--- config.mk ---
export PLATFORM = sky130hd
export DESIGN_NAME = periodic_event_table
export DESIGN_NICKNAME = d
export VERILOG_FILES = /design/src/hw/rtl/pet_pkg.sv /design/src/hw/rtl/pet_ram.sv /design/src/hw/rtl/pet_fire_calc.sv /design/src/hw/rtl/periodic_event_table.sv
export VERILOG_INCLUDE_DIRS = /design/src /design/src/hw/rtl
export SDC_FILE = /design/constraint.sdc
export NUM_CORES = 2
export LEC_CHECK = 0
export BUFFER_PORTS_ARGS = -buffer_cell sky130_fd_sc_hd__buf_2
export CAP_MARGIN = 25
export CORE_MARGIN = 4
export CORE_UTILIZATION = 65
export CTS_BUF_LIST = sky130_fd_sc_hd__clkbuf_8
export DETAILED_ROUTE_END_ITERATION = 10
export PLACE_DENSITY = 0.82
export REMOVE_ABC_BUFFERS = 1
export SLEW_MARGIN = 40
export SYNTH_ARGS = -nofsm -noshare
export SYNTH_HDL_FRONTEND = slang
export SYNTH_HIERARCHICAL = 1
export SYNTH_SLANG_ARGS = --single-unit
--- constraint.sdc ---
create_clock -name clk -period 23.7 [get_ports clk]
set_input_delay 2.37 -clock clk [delete_from_list [all_inputs] [get_ports clk]]
set_output_delay 2.37 -clock clk [all_outputs]
set_load 0.1 [all_outputs]
--- src/hw/rtl/assert_macros.svh ---
// assertion macros for the rtl of the periodic event table
// each macro expects signals named clk and rst in the using module
`ifndef ASSERT_MACROS_SVH
`define ASSERT_MACROS_SVH

// checked only while out of reset
`define PET_ASSERT(lbl, prop, msg) \
  lbl: assert property (@(posedge clk) disable iff (rst) prop) else $error(msg);

// checked at every edge, reset included
`define PET_ASSERT_ALWAYS(lbl, prop, msg) \
  lbl: assert property (@(posedge clk) prop) else $error(msg);

`endif

--- src/hw/rtl/pet_pkg.sv ---
// package for the periodic event table: sizes, codes and item types
// no dependencies
`timescale 1ns / 1ps
`default_nettype none

package pet_pkg;

  localparam int SLOTS  = 16;
  localparam int SLOT_W = (SLOTS > 1) ? $clog2(SLOTS) : 1;
  localparam int CNT_W  = $clog2(SLOTS + 1);

  localparam int TIME_W   = 48;
  localparam int PERIOD_W = 32;
  localparam int LEAD_W   = 20;
  localparam logic [LEAD_W-1:0] LEAD_RESET = 20'd1000;

  localparam logic [2:0] OP_ADD    = 3'd0;
  localparam logic [2:0] OP_CHANGE = 3'd1;
  localparam logic [2:0] OP_RESET  = 3'd2;
  localparam logic [2:0] OP_REMOVE = 3'd3;
  localparam logic [2:0] OP_SCAN   = 3'd4;

  localparam logic [1:0] KIND_FIRED   = 2'd0;
  localparam logic [1:0] KIND_ACK     = 2'd1;
  localparam logic [1:0] KIND_FULL    = 2'd2;
  localparam logic [1:0] KIND_NOENTRY = 2'd3;

  typedef struct packed {
    logic [2:0]          op;
    logic [3:0]          slot;
    logic [PERIOD_W-1:0] interval;
    logic [TIME_W-1:0]   now;
  } pet_item_t;

  typedef struct packed {
    logic [1:0] kind;
    logic [3:0] slot_out;
    logic       last;
  } pet_result_t;

  // verdict of the fire check for one slot
  typedef struct packed {
    logic              fire;
    logic [TIME_W-1:0] next_last;
  } pet_fire_t;

endpackage

`default_nettype wire

--- src/hw/rtl/pet_ram.sv ---
// generic single write port, single read port ram with registered read
// no dependencies
`timescale 1ns / 1ps
`default_nettype none

module pet_ram #(
  parameter int WIDTH = 8,
  parameter int DEPTH = 16
) (
  input  wire logic                                          clk,
  input  wire logic                                          we,
  input  wire logic [((DEPTH > 1) ? $clog2(DEPTH) : 1)-1:0]  waddr,
  input  wire logic [WIDTH-1:0]                              wdata,
  input  wire logic [((DEPTH > 1) ? $clog2(DEPTH) : 1)-1:0]  raddr,
  output logic      [WIDTH-1:0]                              rdata
);

  logic [WIDTH-1:0] mem [DEPTH];

  always_ff @(posedge clk) begin
    if (we) begin
      mem[waddr] <= wdata;
    end
    rdata <= mem[raddr];
  end

endmodule

`default_nettype wire

--- src/hw/rtl/pet_fire_calc.sv ---
// fire check for one slot: elapsed time against period, and the advanced last time
// depends on pet_pkg
`timescale 1ns / 1ps
`default_nettype none

module pet_fire_calc (
  input  wire logic [pet_pkg::TIME_W-1:0]   now,
  input  wire logic [pet_pkg::TIME_W-1:0]   prev_time,
  input  wire logic [pet_pkg::PERIOD_W-1:0] period,
  output pet_pkg::pet_fire_t                verdict
);

  logic [pet_pkg::TIME_W-1:0] elapsed;

  // differences wrap at the time width
  assign elapsed           = now - prev_time;
  assign verdict.fire      = elapsed > pet_pkg::TIME_W'(period);
  assign verdict.next_last = prev_time + pet_pkg::TIME_W'(period);

endmodule

`default_nettype wire

--- src/hw/rtl/periodic_event_table.sv ---
// top level of the periodic event table: command decode, slot flags, scan sequencer
// depends on pet_pkg, pet_ram, pet_fire_calc and assert_macros.svh
//
// usage:
//   an item (op, slot, interval, now) is taken at a clock edge with start high and
//   busy low. results come out on result, one per cycle, each marked by strobe for
//   exactly one cycle; the receiver cannot stall them. result.last marks the final
//   result of an item.
//   add, change, reset and remove give a single result that shows in the cycle
//   after the item is taken; busy stays low, so such items can be given every
//   cycle. unused op codes give no result.
//   a scan holds busy high until its done result shows: the timer
//   memories are read one slot per cycle through their single read port, each
//   read is checked and written back in the next cycle, and a done result
//   follows the last slot. fired results are registered from that check.
//   lead is written through cfg_we / cfg_wdata; the user must do so only while idle,
//   the block does not enforce it. reset clears every in-use flag and sets the lead
//   to 1000; timer memories need no clearing, slots are acted on only while in use.
`timescale 1ns / 1ps
`default_nettype none

`include "assert_macros.svh"

module periodic_event_table (
  input  wire logic                         clk,
  input  wire logic                         rst,
  input  wire logic                         start,
  output logic                              busy,
  input  wire pet_pkg::pet_item_t           item,
  input  wire logic                         cfg_we,
  input  wire logic [pet_pkg::LEAD_W-1:0]   cfg_wdata,
  output logic                              strobe,
  output pet_pkg::pet_result_t              result
);

  typedef enum logic [1:0] {
    S_IDLE,
    S_SCAN,
    S_DONE
  } state_t;

  state_t                           state;
  logic [pet_pkg::SLOTS-1:0]        in_use;
  logic [pet_pkg::LEAD_W-1:0]       lead;
  logic [pet_pkg::TIME_W-1:0]       scan_now;
  logic [pet_pkg::CNT_W-1:0]        rd_idx;
  logic                             pipe_v;
  logic [pet_pkg::SLOT_W-1:0]       pipe_idx;

  logic                             accept;
  logic                             free_found;
  logic [pet_pkg::SLOT_W-1:0]       free_idx;
  logic [pet_pkg::SLOT_W-1:0]       slot_idx;
  logic                             slot_hit;
  logic                             rd_issue;
  logic                             scan_fire;
  logic [pet_pkg::TIME_W-1:0]       add_last;

  logic                             lft_we;
  logic [pet_pkg::SLOT_W-1:0]       lft_waddr;
  logic [pet_pkg::TIME_W-1:0]       lft_wdata;
  logic [pet_pkg::TIME_W-1:0]       lft_rdata;
  logic                             per_we;
  logic [pet_pkg::SLOT_W-1:0]       per_waddr;
  logic [pet_pkg::PERIOD_W-1:0]     per_rdata;
  pet_pkg::pet_fire_t               verdict;

  assign busy   = (state != S_IDLE);
  assign accept = start && !busy;

  // lowest free slot
  always_comb begin
    free_found = 1'b0;
    free_idx   = '0;
    for (int i = pet_pkg::SLOTS - 1; i >= 0; i--) begin
      if (!in_use[i]) begin
        free_found = 1'b1;
        free_idx   = pet_pkg::SLOT_W'(i);
      end
    end
  end

  assign slot_idx = pet_pkg::SLOT_W'(item.slot);
  assign slot_hit = (32'(item.slot) < pet_pkg::SLOTS) && in_use[slot_idx];
  assign add_last = item.now - pet_pkg::TIME_W'(item.interval)
                  - pet_pkg::TIME_W'(lead);
  assign rd_issue = (state == S_SCAN) && (rd_idx < pet_pkg::CNT_W'(pet_pkg::SLOTS));
  assign scan_fire = (state == S_SCAN) && pipe_v && in_use[pipe_idx] && verdict.fire;

  // write port selection; scan writes never meet command writes
  always_comb begin
    lft_we    = 1'b0;
    lft_waddr = free_idx;
    lft_wdata = add_last;
    if (scan_fire) begin
      lft_we    = 1'b1;
      lft_waddr = pipe_idx;
      lft_wdata = verdict.next_last;
    end else if (accept && item.op == pet_pkg::OP_ADD && free_found) begin
      lft_we    = 1'b1;
    end else if (accept && item.op == pet_pkg::OP_RESET && slot_hit) begin
      lft_we    = 1'b1;
      lft_waddr = slot_idx;
      lft_wdata = item.now;
    end
  end

  always_comb begin
    per_we    = 1'b0;
    per_waddr = free_idx;
    if (accept && item.op == pet_pkg::OP_ADD && free_found) begin
      per_we    = 1'b1;
    end else if (accept && item.op == pet_pkg::OP_CHANGE && slot_hit) begin
      per_we    = 1'b1;
      per_waddr = slot_idx;
    end
  end

  pet_ram #(
    .WIDTH (pet_pkg::TIME_W),
    .DEPTH (pet_pkg::SLOTS)
  ) u_last_ram (
    .clk   (clk),
    .we    (lft_we),
    .waddr (lft_waddr),
    .wdata (lft_wdata),
    .raddr (rd_idx[pet_pkg::SLOT_W-1:0]),
    .rdata (lft_rdata)
  );

  pet_ram #(
    .WIDTH (pet_pkg::PERIOD_W),
    .DEPTH (pet_pkg::SLOTS)
  ) u_period_ram (
    .clk   (clk),
    .we    (per_we),
    .waddr (per_waddr),
    .wdata (item.interval),
    .raddr (rd_idx[pet_pkg::SLOT_W-1:0]),
    .rdata (per_rdata)
  );

  pet_fire_calc u_fire (
    .now       (scan_now),
    .prev_time (lft_rdata),
    .period    (per_rdata),
    .verdict   (verdict)
  );

  always_ff @(posedge clk) begin
    if (rst) begin
      state  <= S_IDLE;
      strobe <= 1'b0;
      in_use <= '0;
      lead   <= pet_pkg::LEAD_RESET;
      rd_idx <= '0;
      pipe_v <= 1'b0;
    end else begin
      strobe <= 1'b0;
      if (cfg_we) begin
        lead <= cfg_wdata;
      end
      unique case (state)
        S_IDLE: begin
          if (accept) begin
            unique case (item.op) inside
              pet_pkg::OP_ADD: begin
                strobe <= 1'b1;
                if (free_found) begin
                  in_use[free_idx] <= 1'b1;
                  result <= '{kind: pet_pkg::KIND_ACK, slot_out: 4'(free_idx), last: 1'b1};
                end else begin
                  result <= '{kind: pet_pkg::KIND_FULL, slot_out: 4'd0, last: 1'b1};
                end
              end
              pet_pkg::OP_CHANGE, pet_pkg::OP_RESET, pet_pkg::OP_REMOVE: begin
                strobe <= 1'b1;
                if (slot_hit) begin
                  if (item.op == pet_pkg::OP_REMOVE) begin
                    in_use[slot_idx] <= 1'b0;
                  end
                  result <= '{kind: pet_pkg::KIND_ACK, slot_out: item.slot, last: 1'b1};
                end else begin
                  result <= '{kind: pet_pkg::KIND_NOENTRY, slot_out: item.slot, last: 1'b1};
                end
              end
              pet_pkg::OP_SCAN: begin
                state    <= S_SCAN;
                scan_now <= item.now;
                rd_idx   <= '0;
                pipe_v   <= 1'b0;
              end
              default: begin
              end
            endcase
          end
        end
        S_SCAN: begin
          // read of slot rd_idx overlaps check and write-back of pipe_idx
          pipe_v   <= rd_issue;
          pipe_idx <= rd_idx[pet_pkg::SLOT_W-1:0];
          if (rd_issue) begin
            rd_idx <= rd_idx + 1'b1;
          end
          if (scan_fire) begin
            strobe <= 1'b1;
            result <= '{kind: pet_pkg::KIND_FIRED, slot_out: 4'(pipe_idx), last: 1'b0};
          end
          if (pipe_v && pipe_idx == pet_pkg::SLOT_W'(pet_pkg::SLOTS - 1)) begin
            state <= S_DONE;
          end
        end
        S_DONE: begin
          strobe <= 1'b1;
          result <= '{kind: pet_pkg::KIND_ACK, slot_out: 4'd0, last: 1'b1};
          state  <= S_IDLE;
        end
        default: begin
          state <= S_IDLE;
        end
      endcase
    end
  end

  `PET_ASSERT(a_fired_in_scan,
    strobe && result.kind == pet_pkg::KIND_FIRED |-> busy && !result.last,
    "fired result outside a scan")
  `PET_ASSERT(a_final_idle,
    strobe && result.last |-> !busy,
    "final result while still busy")
  `PET_ASSERT(a_last_write_src,
    lft_we |-> (state == S_SCAN && pipe_v) || accept,
    "timer memory written without a scan step or a command")

endmodule

`default_nettype wire
==> impl_metrics.csv <==
group,metric,value,unit
status,outcome,"complete, no violations",
critical_path,r2r-start,"scan_now[0]$_DFFE_PP_",
global_route,track_usage,31.6,%
drt,viasPerCell,6.74,
clock_network,cts.sinks,1464,
drt,dr.pass1.iters,6,
critical_path,critPathLaunch,"scan_now[0]$_DFFE_PP_",
cells_and_area,fin_util,72.6,%
sta,finalCritPeriodShare,36.4,%
critical_path,arrival,9.12,ns
global_route,grt_pass1_vias,37500,
die,fp.dieH,320,um
cells_and_area,drive_above_1_share,21.3,%
sta,post-route-min-period,8.62,ns
clock_network,cts_made_buffers,214,
critical_path,max_stage_delay,0.69,ns
sta,drv_slew,0,
sta,setup_viol,0,
critical_path,cp_slowest_cell,"nor2_4",
drt,drtAntennaViolNets,0,
synthesis,synth-xor-area-share,1.60,%
place,dpl_cell_area,65900,um^2
critical_path,worstSetupPathType,"flip-flop to flip-flop",
cells_and_area,fin_area,70200,um^2
cells_and_area,fillCellCount,5635,
critical_path,crit_path_end_kind,"flip-flop",
sta,fmax,116,MHz
sta,max_slew.worst_pin.slew,0.914,ns
global_route,grt_max_degree,130,
synthesis,yosysTopAreaCell,"edfxtp_1",
die,core,96700,um^2
synthesis,netlist_instances,3878,
synthesis,synth_fa_ha_area_share,3.93,%
place,dp.cells,5189,
synthesis,synth_compound_area_share,7.43,%
synthesis,synth_seq_cells,1464,
die,die_area,103000,um^2
place,gp_congestion,0.990,
critical_path,start_kind,"flip-flop",
cells_and_area,register_area,42700,um^2
clock_network,cts_buffer_depth,3,
synthesis,synth_top_family_by_area,"multiplexers",
cells_and_area,stdcell_count,5601,
global_route,antenna_found_initial,7,
cells_and_area,final_common_cell,"edfxtp_1",
place,post-place-ws,14.99,ns
cells_and_area,layout.nets,4429,
drt,vias,37700,
synthesis,synth_top_area_share,63.5,%
place,hpwl,99000,um
sta,fin_ws,15.08,ns
synthesis,synth.distinct_cells,88,
sta,rsz0062_at_grt,"no",
global_route,grt_pass1_wl,239000,um
clock_network,cts_tree,"built",
critical_path,cp-endpoint,"u_last_ram/mem[11][2]$_DFFE_PP_",
synthesis,seq_area_frac_synth,67.4,%
hold_path,hold_path_class,"flip-flop to flip-flop",
power_and_ir_drop,ir_worst_vdd,0.0517,mV
drt,drc,0,
clock_network,post-cts-setup-buffer-count,0,
die,rows,114,
place,port_buffers,119,
synthesis,synth-simple-area-share,5.11,%
synthesis,async_flop_share,0,%
power_and_ir_drop,total_power,5.45,mW
sta,final-hold-violation-count,0,
sta,hold_slack,0.481,ns
clock_network,cts-resized-gates,0,
critical_path,worstPathRequired,24.20,ns
synthesis,synth_flop_cell,"edfxtp_1",
critical_path,crit_fanout,42,
clock_network,clock_latency,0.90,ns
synthesis,syn-cell-area,63400,um^2
clock_network,cts_hold_buf,0,
drt,wl,161000,um
synthesis,yosysWarnings,6,
die,num_io_pins,120,
drt,wl_per_cell,28.7,um
die,start_util,65.5,%
clock_network,clk_pin_slew,0.07,ns
power_and_ir_drop,leakagePower,24.0,nW
cells_and_area,multiInputGateArea,19600,um^2
sta,slew_headroom,38.6,%
die,die_w,320,um
synthesis,syn_avg_cell_area,16.3,um^2
drt,drt-initial-drc-count,5266,
synthesis,synth.area.top_cells,"edfxtp_1 (63%), mux4_2 (12%), dfxtp_1 (3.9%), ha_1 (3.2%), a22oi_1 (1.9%)",
flow_run,cap_viol_max_count,0,
critical_path,r2r.worst_path.cells,28,
critical_path,r2r-end,"u_last_ram/mem[11][2]$_DFFE_PP_",
synthesis,muxShareOfSynthArea,12.1,%
cells_and_area,syn_to_final_growth,10.8,%
power_and_ir_drop,p_per_area,77.6,nW/um^2
clock_network,root_buffer,"clkbuf_8",
critical_path,r2r_slack,15.08,ns
critical_path,path_common_cell,"nand2_1",
cells_and_area,final_cell_mix,"edfxtp_1 (1339), mux4_2 (328), inv_1 (269), nand2_1 (252), clkbuf_8 (230)",
synthesis,synth_edf_count,1339,
sta,skew,0.0420,ns
sta,setup_tns,0,ns
clock_network,htreeDepth,4,
global_route,overflow,0,
-- critical path: cells and delay by family, from the launching register on --
kind | cells | cell delay (ns)
flops | 1 | 0.36
compound gates | 9 | 2.70
xor+xnor | 1 | 0.16
buf+inv | 4 | 1.07
simple gates | 11 | 3.06
fa+ha+maj | 3 | 0.84
-- area by class of cell --
| type | count | area share, % |
|---|---|---|
| clock buffers | 230 | 4.51 |
| clock inverters | 175 | 1.46 |
| flip-flops and latches | 1464 | 60.9 |
| well taps | 1276 | 2.27 |
| inverters | 198 | 1.06 |
| diodes | 4 | 0.0143 |
| repair buffers | 207 | 1.97 |
| multi-input cells | 2047 | 27.9 |
-- worst min path at each step --
stage | startpoint | endpoint | slack, ns | cells after the start
5_1_grt | rd_idx[4]$_SDFFE_PP0P_ | rd_idx[4]$_SDFFE_PP0P_ | 0.52 | 2
3_3_place_gp | rd_idx[4]$_SDFFE_PP0P_ | rd_idx[4]$_SDFFE_PP0P_ | 0.46 | 2
3_5_place_dp | rd_idx[4]$_SDFFE_PP0P_ | rd_idx[4]$_SDFFE_PP0P_ | 0.48 | 2
4_1_cts | rd_idx[4]$_SDFFE_PP0P_ | rd_idx[4]$_SDFFE_PP0P_ | 0.49 | 2
2_1_floorplan | rd_idx[4]$_SDFFE_PP0P_ | rd_idx[4]$_SDFFE_PP0P_ | 0.45 | 2
6_report | rd_idx[4]$_SDFFE_PP0P_ | rd_idx[4]$_SDFFE_PP0P_ | 0.48 | 2
-- cells by family after synthesis --
family                     Yosys count
AOI/OAI and AO/OA                  703
xor gates and xnor gates           116
adders and majority gates          186
buffers and inverters              367
DFF                               1464
muxes                              355
and+or+nand+nor                    687
-- synth_stat cells (14+ instances only) --
library cell  number
nand3_1           47
inv_1            197
o21bai_1          14
a22oi_1          163
buf_4             28
mux2i_1           21
buf_2             17
clkbuf_1          93
buf_1             29
dfxtp_1          125
nand4_1           37
and3_1            16
nor4_1            14
o21ai_0           83
a31oi_1           32
xnor2_1           79
edfxtp_1        1339
o21a_1            17
a21oi_1          169
nor2b_1           22
fa_1              22
nand2_1          252
nor2_1           171
nand2b_1          23
nor3_1            38
xor2_1            37
ha_1             164
o211ai_1          26
mux4_2           328
a21o_1            80
-- layer usage --
layer | wire length [um] | global-route usage (%)
met5 | 13 | 0
met4 | 5550 | 11.6
met3 | 17800 | 6.59
met2 | 78700 | 50.3
met1 | 58900 | 44.3
-- where the power goes --
| group | internal (mW) | total (mW) | switching, mW | leakage [nW] |
|---|---|---|---|---|
| registers | 2.95 | 2.96 | 0.00879 | 13.1 |
| clock network | 0.993 | 1.96 | 0.966 | 2.42 |
| logic | 0.160 | 0.528 | 0.368 | 8.49 |
| total | 4.10 | 5.45 | 1.34 | 24.0 |
-- state kept, by name (all words and copies together) (netlist names) --
name	cells
u_last_ram/rdata	48
u_last_ram/mem	768
pipe_idx	4
state	2
u_period_ram/mem	512
rd_idx	5
u_period_ram/rdata	32
result	7
pipe_v	1
strobe	1
scan_now	48
lead	20
in_use	16
Power figures use the tool's default switching activity.
